`src/sv/tphg_pkg.sv`:
```
`timescale 1ns / 1ps
`default_nettype none
// ----------------------------------------------------------------------------
// tphg_pkg
// Shared types and fixed constants of the touch press/hold gesture block.
// ----------------------------------------------------------------------------
package tphg_pkg;

  // Gesture event codes carried in the result.
  typedef enum logic [1:0] {
    EV_NONE  = 2'd0,
    EV_PRESS = 2'd1,
    EV_HOLD  = 2'd2
  } event_t;

  // Configuration register indexes (byte address = 4 * index).
  typedef enum logic [2:0] {
    REG_PCT     = 3'd0,
    REG_PDEB    = 3'd1,
    REG_RDEB    = 3'd2,
    REG_HOLD    = 3'd3,
    REG_REP_EN  = 3'd4,
    REG_REP_IVL = 3'd5
  } reg_idx_t;

  localparam int unsigned SAMPLE_W = 16;
  localparam int unsigned TIME_W   = 32;
  localparam int unsigned PCT_W    = 7;
  localparam int unsigned MS_W     = 16;

  // floor(x / 100) = (x * PCT_MUL) >> PCT_SHIFT for x < 2^23 (baseline * pct).
  // The percent factor is folded in: k = pct * PCT_MUL.
  localparam int unsigned PCT_SHIFT = 30;
  localparam int unsigned PCT_MAX   = 100;
  localparam int unsigned K_W       = 31;
  localparam logic [23:0] PCT_MUL   = 24'd10737419;

  localparam logic [PCT_W-1:0] PCT_RST  = 7'd20;
  localparam logic [K_W-1:0]   K_RST    = 31'd214748380;
  localparam logic [MS_W-1:0]  PDEB_RST = 16'd50;
  localparam logic [MS_W-1:0]  RDEB_RST = 16'd50;
  localparam logic [MS_W-1:0]  HOLD_RST = 16'd1000;
  localparam logic [MS_W-1:0]  IVL_RST  = 16'd200;

  // Timing settings seen by the gesture machine.
  typedef struct packed {
    logic [MS_W-1:0] press_deb;
    logic [MS_W-1:0] rel_deb;
    logic [MS_W-1:0] hold;
    logic            rep_en;
    logic [MS_W-1:0] rep_ivl;
  } gest_cfg_t;

endpackage
`default_nettype wire

```
`src/sv/tphg_gesture.sv`:
```
`timescale 1ns / 1ps
`default_nettype none
// ----------------------------------------------------------------------------
// tphg_gesture
// Press debounce / short press / hold with repeat / release debounce machine.
// ----------------------------------------------------------------------------
module tphg_gesture (
  input  wire                              clk,
  input  wire                              rst_n,
  input  wire                              step,     // sensing sample taken
  input  wire                              pressed,
  input  wire [tphg_pkg::TIME_W-1:0]       now_ms,
  input  tphg_pkg::gest_cfg_t              cfg,
  output tphg_pkg::event_t                 ev
);

  localparam logic [1:0] PH_WAIT_PRESS   = 2'd0;
  localparam logic [1:0] PH_DEB_PRESS    = 2'd1;
  localparam logic [1:0] PH_WAIT_RELEASE = 2'd2;
  localparam logic [1:0] PH_DEB_RELEASE  = 2'd3;

  logic [1:0]                  phase_r, phase_nxt;
  logic [tphg_pkg::TIME_W-1:0] press_start_r, press_start_nxt;
  logic [tphg_pkg::TIME_W-1:0] release_time_r, release_time_nxt;
  logic [tphg_pkg::TIME_W-1:0] last_hold_r, last_hold_nxt;
  logic                        hold_fired_r, hold_fired_nxt;

  logic [tphg_pkg::TIME_W-1:0] held;
  logic [tphg_pkg::TIME_W-1:0] since_rel;
  logic [tphg_pkg::TIME_W-1:0] since_hold;

  // all time differences wrap modulo 2^32
  assign held       = now_ms - press_start_r;
  assign since_rel  = now_ms - release_time_r;
  assign since_hold = now_ms - last_hold_r;

  always_comb begin
    phase_nxt        = phase_r;
    press_start_nxt  = press_start_r;
    release_time_nxt = release_time_r;
    last_hold_nxt    = last_hold_r;
    hold_fired_nxt   = hold_fired_r;
    ev               = tphg_pkg::EV_NONE;
    case (phase_r)
      PH_WAIT_PRESS: begin
        if (pressed) begin
          press_start_nxt = now_ms;
          phase_nxt       = PH_DEB_PRESS;
        end
      end
      PH_DEB_PRESS: begin
        if (held > tphg_pkg::TIME_W'(cfg.press_deb)) begin
          phase_nxt = pressed ? PH_WAIT_RELEASE : PH_WAIT_PRESS;
        end
      end
      PH_WAIT_RELEASE: begin
        if (!pressed) begin
          hold_fired_nxt = 1'b0;
          if (held < tphg_pkg::TIME_W'(cfg.hold)) begin
            release_time_nxt = now_ms;
            phase_nxt        = PH_DEB_RELEASE;
            ev               = tphg_pkg::EV_PRESS;
          end else begin
            // long press let go: no event
            phase_nxt = PH_WAIT_PRESS;
          end
        end else if (held > tphg_pkg::TIME_W'(cfg.hold)) begin
          if (!hold_fired_r) begin
            hold_fired_nxt = 1'b1;
            last_hold_nxt  = now_ms;
            ev             = tphg_pkg::EV_HOLD;
          end else if (cfg.rep_en && (since_hold >= tphg_pkg::TIME_W'(cfg.rep_ivl))) begin
            last_hold_nxt = now_ms;
            ev            = tphg_pkg::EV_HOLD;
          end
        end
      end
      PH_DEB_RELEASE: begin
        if (since_rel > tphg_pkg::TIME_W'(cfg.rel_deb)) begin
          phase_nxt      = PH_WAIT_PRESS;
          hold_fired_nxt = 1'b0;
        end
      end
      default: begin
        phase_nxt = PH_WAIT_PRESS;
      end
    endcase
  end

  always_ff @(posedge clk) begin
    if (!rst_n) begin
      phase_r        <= PH_WAIT_PRESS;
      press_start_r  <= '0;
      release_time_r <= '0;
      last_hold_r    <= '0;
      hold_fired_r   <= 1'b0;
    end else if (step) begin
      phase_r        <= phase_nxt;
      press_start_r  <= press_start_nxt;
      release_time_r <= release_time_nxt;
      last_hold_r    <= last_hold_nxt;
      hold_fired_r   <= hold_fired_nxt;
    end
  end

endmodule
`default_nettype wire

```
`src/sv/touch_press_hold_gesture_fsm_top.sv`:
```
`timescale 1ns / 1ps
`default_nettype none
// ----------------------------------------------------------------------------
// touch_press_hold_gesture_fsm_top
// Touch sample classifier, press/hold gesture machine and baseline calibration.
// ----------------------------------------------------------------------------
// Output: a result is registered and is on out_* in the cycle after its input
//   transfer; an item that completes a calibration round waits in out_wait_r first.
// Throughput: one item per cycle unless the result side stalls. The threshold
//   register is rebuilt from the baseline by one multiplier, so in_tready is held
//   low by thr_pend_r after a round completes and after a write to the percent register.
// Reset: rst_n synchronous, active low; registers return to their defaults,
//   baseline and threshold to zero, gesture machine to waiting for a press.
// ----------------------------------------------------------------------------
module touch_press_hold_gesture_fsm_top #(
  parameter int unsigned CALIB_SAMPLES = 5   // 1..7
) (
  input  wire         clk,
  input  wire         rst_n,
  // input channel
  input  wire         in_tvalid,
  output logic        in_tready,
  input  wire  [47:0] in_tdata,     // [15:0] sample, [47:16] now_ms
  input  wire         in_tuser,     // [0] command: 0 sensing, 1 calibration
  // result channel
  output logic        out_tvalid,
  input  wire         out_tready,
  output logic [23:0] out_tdata,    // [1:0] event_res, [2] calibrated,
                                    // [18:3] threshold, [23:19] zero
  // configuration
  input  wire         cfg_psel,
  input  wire         cfg_penable,
  input  wire         cfg_pwrite,
  input  wire  [4:0]  cfg_paddr,
  input  wire  [31:0] cfg_pwdata,
  output logic [31:0] cfg_prdata,
  output logic        cfg_pready
);

  localparam int unsigned SW = tphg_pkg::SAMPLE_W;

  // Calibration accumulator: CALIB_SAMPLES samples of 16 bits.
  localparam int unsigned CNT_W = $clog2(CALIB_SAMPLES + 1);
  localparam int unsigned SUM_W = SW + CNT_W;

  // Mean by reciprocal: exact for sums below 2^SUM_W since the rounding
  // error of DIV_MUL stays below 2^clog2(CALIB_SAMPLES).
  localparam int unsigned DIV_SHIFT = SUM_W + $clog2(CALIB_SAMPLES);
  localparam int unsigned DIV_MUL_W = DIV_SHIFT + 1;
  localparam longint unsigned DIV_MUL_L =
    ((64'd1 << DIV_SHIFT) + CALIB_SAMPLES - 1) / CALIB_SAMPLES;
  localparam logic [DIV_MUL_W-1:0] DIV_MUL = DIV_MUL_W'(DIV_MUL_L);
  localparam int unsigned DIV_PROD_W = SUM_W + DIV_MUL_W;

  localparam int unsigned THR_PROD_W = SW + tphg_pkg::K_W;

  // --------------------------------------------------------------------------
  // Configuration registers
  // --------------------------------------------------------------------------
  logic [tphg_pkg::PCT_W-1:0] pct_r;
  logic [tphg_pkg::K_W-1:0]   k_r;        // clamped percent * PCT_MUL
  logic [tphg_pkg::MS_W-1:0]  pdeb_r, rdeb_r, hold_r, ivl_r;
  logic                       rep_en_r;

  logic                       cfg_wr;
  tphg_pkg::reg_idx_t         cfg_idx;
  logic [tphg_pkg::PCT_W-1:0] pct_clamp;
  logic [tphg_pkg::K_W-1:0]   k_nxt;

  assign cfg_pready = 1'b1;
  assign cfg_wr     = cfg_psel && cfg_penable && cfg_pwrite && cfg_pready;
  assign cfg_idx    = tphg_pkg::reg_idx_t'(cfg_paddr[4:2]);

  // percent above 100 acts as 100 (threshold becomes zero)
  assign pct_clamp = (cfg_pwdata[6:0] > tphg_pkg::PCT_W'(tphg_pkg::PCT_MAX)) ?
                     tphg_pkg::PCT_W'(tphg_pkg::PCT_MAX) : cfg_pwdata[6:0];
  assign k_nxt     = tphg_pkg::K_W'(pct_clamp) * tphg_pkg::K_W'(tphg_pkg::PCT_MUL);

  always_ff @(posedge clk) begin
    if (!rst_n) begin
      pct_r    <= tphg_pkg::PCT_RST;
      k_r      <= tphg_pkg::K_RST;
      pdeb_r   <= tphg_pkg::PDEB_RST;
      rdeb_r   <= tphg_pkg::RDEB_RST;
      hold_r   <= tphg_pkg::HOLD_RST;
      rep_en_r <= 1'b0;
      ivl_r    <= tphg_pkg::IVL_RST;
    end else if (cfg_wr) begin
      case (cfg_idx)
        tphg_pkg::REG_PCT: begin
          pct_r <= cfg_pwdata[6:0];
          k_r   <= k_nxt;
        end
        tphg_pkg::REG_PDEB:    pdeb_r   <= cfg_pwdata[15:0];
        tphg_pkg::REG_RDEB:    rdeb_r   <= cfg_pwdata[15:0];
        tphg_pkg::REG_HOLD:    hold_r   <= cfg_pwdata[15:0];
        tphg_pkg::REG_REP_EN:  rep_en_r <= cfg_pwdata[0];
        tphg_pkg::REG_REP_IVL: ivl_r    <= cfg_pwdata[15:0];
        default: ;                        // unmapped: ignored
      endcase
    end
  end

  always_comb begin
    case (cfg_idx)
      tphg_pkg::REG_PCT:     cfg_prdata = 32'(pct_r);
      tphg_pkg::REG_PDEB:    cfg_prdata = 32'(pdeb_r);
      tphg_pkg::REG_RDEB:    cfg_prdata = 32'(rdeb_r);
      tphg_pkg::REG_HOLD:    cfg_prdata = 32'(hold_r);
      tphg_pkg::REG_REP_EN:  cfg_prdata = 32'(rep_en_r);
      tphg_pkg::REG_REP_IVL: cfg_prdata = 32'(ivl_r);
      default:               cfg_prdata = '0;
    endcase
  end

  // --------------------------------------------------------------------------
  // Input unpack and handshake
  // --------------------------------------------------------------------------
  logic [SW-1:0]                in_sample;
  logic [tphg_pkg::TIME_W-1:0]  in_now;
  logic                         in_acc;
  logic                         thr_pend_r;  // threshold being rebuilt
  logic                         out_wait_r;  // result waits on new threshold
  logic                         out_valid_r;

  assign in_sample = in_tdata[15:0];
  assign in_now    = in_tdata[47:16];

  // result register parts the two sides; hold off while threshold settles
  assign in_tready = !thr_pend_r && !out_wait_r && (!out_valid_r || out_tready);
  assign in_acc    = in_tvalid && in_tready;

  // --------------------------------------------------------------------------
  // Baseline, calibration and threshold
  // --------------------------------------------------------------------------
  logic [SW-1:0]         baseline_r;
  logic [SW-1:0]         thr_r, thr_nxt;
  logic [SUM_W-1:0]      sum_r, sum_add;
  logic [CNT_W-1:0]      cnt_r, cnt_add;
  logic                  cal_done;
  logic [DIV_PROD_W-1:0] div_prod;
  logic [THR_PROD_W-1:0] thr_prod;

  assign sum_add  = sum_r + SUM_W'(in_sample);
  assign cnt_add  = cnt_r + CNT_W'(1);
  assign cal_done = in_tuser && (cnt_add >= CNT_W'(CALIB_SAMPLES));
  assign div_prod = DIV_PROD_W'(sum_add) * DIV_PROD_W'(DIV_MUL);

  // threshold = baseline - floor(baseline * pct / 100)
  assign thr_prod = THR_PROD_W'(baseline_r) * THR_PROD_W'(k_r);
  assign thr_nxt  = baseline_r - thr_prod[tphg_pkg::PCT_SHIFT +: SW];

  always_ff @(posedge clk) begin
    if (!rst_n) begin
      baseline_r <= '0;
      sum_r      <= '0;
      cnt_r      <= '0;
      thr_r      <= '0;
    end else begin
      thr_r <= thr_nxt;
      if (in_acc && in_tuser) begin
        if (cal_done) begin
          baseline_r <= div_prod[DIV_SHIFT +: SW];
          sum_r      <= '0;
          cnt_r      <= '0;
        end else begin
          sum_r <= sum_add;
          cnt_r <= cnt_add;
        end
      end
    end
  end

  // --------------------------------------------------------------------------
  // Press detect and gesture machine
  // --------------------------------------------------------------------------
  logic signed [SW:0] diff;
  logic               pressed;
  tphg_pkg::event_t   ev;
  tphg_pkg::gest_cfg_t gcfg;

  assign diff    = $signed({1'b0, baseline_r}) - $signed({1'b0, in_sample});
  assign pressed = diff > $signed({1'b0, thr_r});

  assign gcfg.press_deb = pdeb_r;
  assign gcfg.rel_deb   = rdeb_r;
  assign gcfg.hold      = hold_r;
  assign gcfg.rep_en    = rep_en_r;
  assign gcfg.rep_ivl   = ivl_r;

  tphg_gesture u_gesture (
    .clk     (clk),
    .rst_n   (rst_n),
    .step    (in_acc && !in_tuser),
    .pressed (pressed),
    .now_ms  (in_now),
    .cfg     (gcfg),
    .ev      (ev)
  );

  // --------------------------------------------------------------------------
  // Result register
  // --------------------------------------------------------------------------
  tphg_pkg::event_t out_ev_r;
  logic             out_cal_r;
  logic [SW-1:0]    out_thr_r;

  always_ff @(posedge clk) begin
    if (!rst_n) begin
      out_valid_r <= 1'b0;
      out_wait_r  <= 1'b0;
      thr_pend_r  <= 1'b0;
    end else begin
      thr_pend_r <= (in_acc && cal_done) || (cfg_wr && (cfg_idx == tphg_pkg::REG_PCT));
      if (out_wait_r) begin
        // new baseline has gone through the multiplier
        out_valid_r <= 1'b1;
        out_wait_r  <= 1'b0;
      end else if (in_acc) begin
        out_valid_r <= !cal_done;
        out_wait_r  <= cal_done;
      end else if (out_tready) begin
        out_valid_r <= 1'b0;
      end
    end
  end

  always_ff @(posedge clk) begin
    if (out_wait_r) begin
      out_thr_r <= thr_nxt;
    end else if (in_acc) begin
      out_ev_r  <= in_tuser ? tphg_pkg::EV_NONE : ev;
      out_cal_r <= cal_done;
      out_thr_r <= thr_r;
    end
  end

  assign out_tvalid = out_valid_r;
  assign out_tdata  = {5'b0, out_thr_r, out_cal_r, out_ev_r};

endmodule
`default_nettype wire

```
`config.mk`:
```
export PLATFORM = sky130hd
export DESIGN_NAME = touch_press_hold_gesture_fsm_top
export DESIGN_NICKNAME = d
export VERILOG_FILES = /design/src/sv/tphg_pkg.sv /design/src/sv/tphg_gesture.sv /design/src/sv/touch_press_hold_gesture_fsm_top.sv
export SDC_FILE = /design/constraint.sdc
export NUM_CORES = 2
export LEC_CHECK = 0
export ABC_CLOCK_PERIOD_IN_PS = 11000
export CAP_MARGIN = 20
export CORE_MARGIN = 3
export CORE_UTILIZATION = 55
export CTS_CLUSTER_DIAMETER = 200
export DETAILED_ROUTE_END_ITERATION = 7
export DONT_BUFFER_PORTS = 1
export GPL_ROUTABILITY_DRIVEN = 0
export PLACE_DENSITY = 0.7
export SLEW_MARGIN = 30
export SYNTH_ARGS = -nofsm -noshare
export SYNTH_HDL_FRONTEND = slang
export SYNTH_HIERARCHICAL = 1
export SYNTH_SLANG_ARGS = --single-unit
```
`constraint.sdc`:
```
create_clock -name clk -period 11 [get_ports clk]
set_clock_uncertainty 0.05 [all_clocks]
set_input_delay 2.2 -clock clk [delete_from_list [all_inputs] [get_ports clk]]
set_output_delay 2.2 -clock clk [all_outputs]
set_load 0.01 [all_outputs]
```
==> metrics <==
cts repair resizes=0; Max H-tree Level=1; Reg-to-Reg End=out_thr_r[14]; placed inst area=roughly 0.044 mm2; RSZ-0062 raised after global routing=no; per-cell routed wire length=about 19 um; first-pass GRT wire length=about 190,000 um; PortBufs=0; Mapped Cells=roughly 5.3k; sequential share of the synthesized area=0.131; Finished Layout Cells=a little over 6k; Worst-Margin Slew=around 1000 ps; Num CTS Buffers=30; worst path arrival time=9800 ps; fin crit share=0.865; area of all sequential standard cells=0.00576 mm2; WL final=between 100,000 and 150,000 um; Worst-Skew Late Latency=~600 ps; initial antenna violation count=0; most frequent CP cell=fa_1; TritonCTS clock tree=built; setup tns final=0 ps; dpl cells=around 6.2k; Starting Density=0.560; gr usage total=0.282; Max Fanout on Critical Path=11; Layout area overhead=3.86%; VDD IR max=493 uV; antenna fix cells=0; post-synth top area cell=fa_1; ys async rst share=0; Reg clk slew, reported paths=approximately 60 ps; FILL cells=~7.2k; Slowest cell on crit path=dfxtp_1; status=finished, final reports clean; placed wire-length estimate=between 90,000 and 100,000 um; Worst setup SP type=flip-flop; vias per std cell=between 5 and 6; vias post-DR=around 36k; Die X=~290 um; WHS Endpoint=k_r[20]; Slew Limit Fails=0; First DRT Iteration DRCs=roughly 2.9k; multi-input logic area=about 0.033 mm2; Post-synth EDFFs=19; final core occ=0.582; leakage power=~21 nW; # nets final=6,351; FMAX=about 110 MHz; row count=approximately 100; core area=roughly 0.08 mm2; number of synthesized register bits=approximately 280; critical path required time=~11,000 ps; clk buf depth=3; CTS Root Cell=clkbuf_16; PnR worst setup slack=around 1500 ps; Slew headroom=0.301; DR DRC count=0; Yosys warning total=6; Buf/Inv on CP=4; CTS sink count=278; postcts setup bufs=0; Reg2Reg Setup Slack=between 1000 and 1500 ps; die height=~290 um; FF-to-FF Start=baseline_r[2]; IO Pins=around 150; hold depth=2; Final Power=~8.5 mW; drt first pass iters=6; Hold Crit Class=reg2reg; Final Hold Viols=0; share of cells above drive strength 1=0.0360; endpoints failing setup=0; largest net degree at the start of global routing=slightly below 200; GR Overflow Total=0; synth unique cells=roughly 110; Worst R2R Path Depth=31; min cycle time layout=roughly 9500 ps; Mapped Avg Cell Area=about 8.3 um2; Crit Path Category=reg2reg; maxcap violations=0; critical path's largest stage delay=1000 ps; ranking of synthesized cells by area=fa_1 24%, ha_1 16%, dfxtp_1 12%; die area=slightly above 0.08 mm2; Post-Syn Area=between 0.04 and 0.05 mm2; Hold Slack=~400 ps; PwrDens=roughly 190 mW/mm2; critical path endpoint category=flip-flop; Finished Cell Area=about 0.046 mm2; post-place setup slack=approximately 1300 ps; hold buffers post-CTS=0; vias in the first global route=about 35k; crit-path leading delay family=adder cells; Post-DRT Antenna Nets=0; top_reg_cell synth=dfxtp_1; Yosys top cell area share=0.244; Hold Path Origin=k_r[20]
-- state kept, by name (all words and copies together) (netlist names), 2 cells and up --
register / cells
pdeb_r: 16
thr_r: 16
pct_r: 7
ivl_r: 16
out_ev_r: 2
cnt_r: 3
hold_r: 16
u_gesture/press_start_r: 32
baseline_r: 16
u_gesture/release_time_r: 32
k_r: 31
u_gesture/phase_r: 2
sum_r: 19
rdeb_r: 16
out_thr_r: 16
u_gesture/last_hold_r: 32
-- worst reg2reg max path, delay by kind of cell, from the launching register on --
kind	cells	cell delay, ps
compound gates	12	2950
xor+xnor	2	340
fa+ha+maj	9	3950
buf+inv	4	210
flops	1	1000
mux	1	280
simple gates	3	460
-- worst max-delay path by stage --
stage | from | endpoint | slack (ps) | cells after the start
3_3_place_gp | in_tdata[0] | baseline_r[11] | 1320 | 27
3_5_place_dp | in_tdata[0] | baseline_r[7] | 1270 | 27
5_1_grt | baseline_r[3] | out_thr_r[14] | 1020 | 31
4_1_cts | baseline_r[3] | out_thr_r[14] | 1520 | 31
6_report | baseline_r[2] | out_thr_r[14] | 1490 | 31
2_1_floorplan | in_tdata[0] | baseline_r[7] | 1850 | 27
-- cells in the final DEF (no fill, tap or decap), types with 60 or more instances in the layout --
master     n
nand3_1   94
xor2_1    60
nor2_1   157
fa_1     535
inv_1    932
nand2_1  870
a21o_1    71
ha_1     551
o21ai_0  143
a21oi_1  293
xnor2_1   94
dfxtp_1  254
mux2i_1   82
and2_1   198
-- cell type report --
| type | instances | area share |
|---|---|---|
| multi-input cells | 3875 | 0.736 |
| flip-flops and latches | 278 | 0.127 |
| inverters | 934 | 0.0771 |
| well taps | 1040 | 0.0286 |
| clock buffers | 33 | 0.0172 |
| repair buffers | 53 | 0.00902 |
| clock inverters | 23 | 0.00553 |
-- per-layer routing --
| layer | vias up | part of all wire | track usage |
|---|---|---|---|
| li1 | 16952 | - | - |
| met1 | 17198 | 0.44 | 0.395 |
| met2 | 1246 | 0.45 | 0.453 |
| met3 | 174 | 0.074 | 0.0407 |
| met4 | 0 | 0.034 | 0.0854 |
| met5 | - | 0 | 0 |
-- cell usage after synthesis (9+ instances only) --
cell type	n
nand4_1	57
o22ai_1	11
clkbuf_1	184
nand2_1	871
nand3_1	94
dfxtp_1	259
a211oi_1	33
xnor2_1	94
mux2i_1	82
a22o_1	10
or3_1	24
and2_1	198
o211ai_1	42
nand2b_1	26
a21o_1	71
a2111oi_0	13
a31oi_1	19
o21ai_1	17
nor4_1	18
o21a_1	46
nor2_1	157
o21ai_0	143
nor2b_1	36
inv_1	933
fa_1	535
and3_1	14
xor2_1	60
or2_2	11
a21boi_0	37
a221o_1	9
a21oi_1	293
a211o_1	16
nor3_1	55
o21bai_1	16
ha_1	551
a22oi_1	20
o2111ai_1	9
buf_2	11
edfxtp_1	19
buf_4	28
-- kinds of logic (layout without fill, tap and decap cells) --
| group | Yosys count | in the layout | synth area share |
|---|---|---|---|
| other | 2 | 22 | 0.000171 |
| adder cells (fa/ha/maj) | 1086 | 1086 | 0.402 |
| XOR/XNOR | 154 | 154 | 0.0308 |
| AND/OR/NAND/NOR | 1608 | 1608 | 0.170 |
| multiplexers | 95 | 95 | 0.0232 |
| flip-flops | 278 | 278 | 0.131 |
| buffers and inverters | 1177 | 1043 | 0.106 |
| AO/OA/AOI/OAI | 910 | 910 | 0.137 |
-- where the power goes --
group | total [mW] | internal (mW) | switching, mW
registers | 1.07 | 1.04 | 0.0260
clock network | 1.08 | 0.614 | 0.468
logic | 6.33 | 2.67 | 3.66
Power figures use the tool's default switching activity.
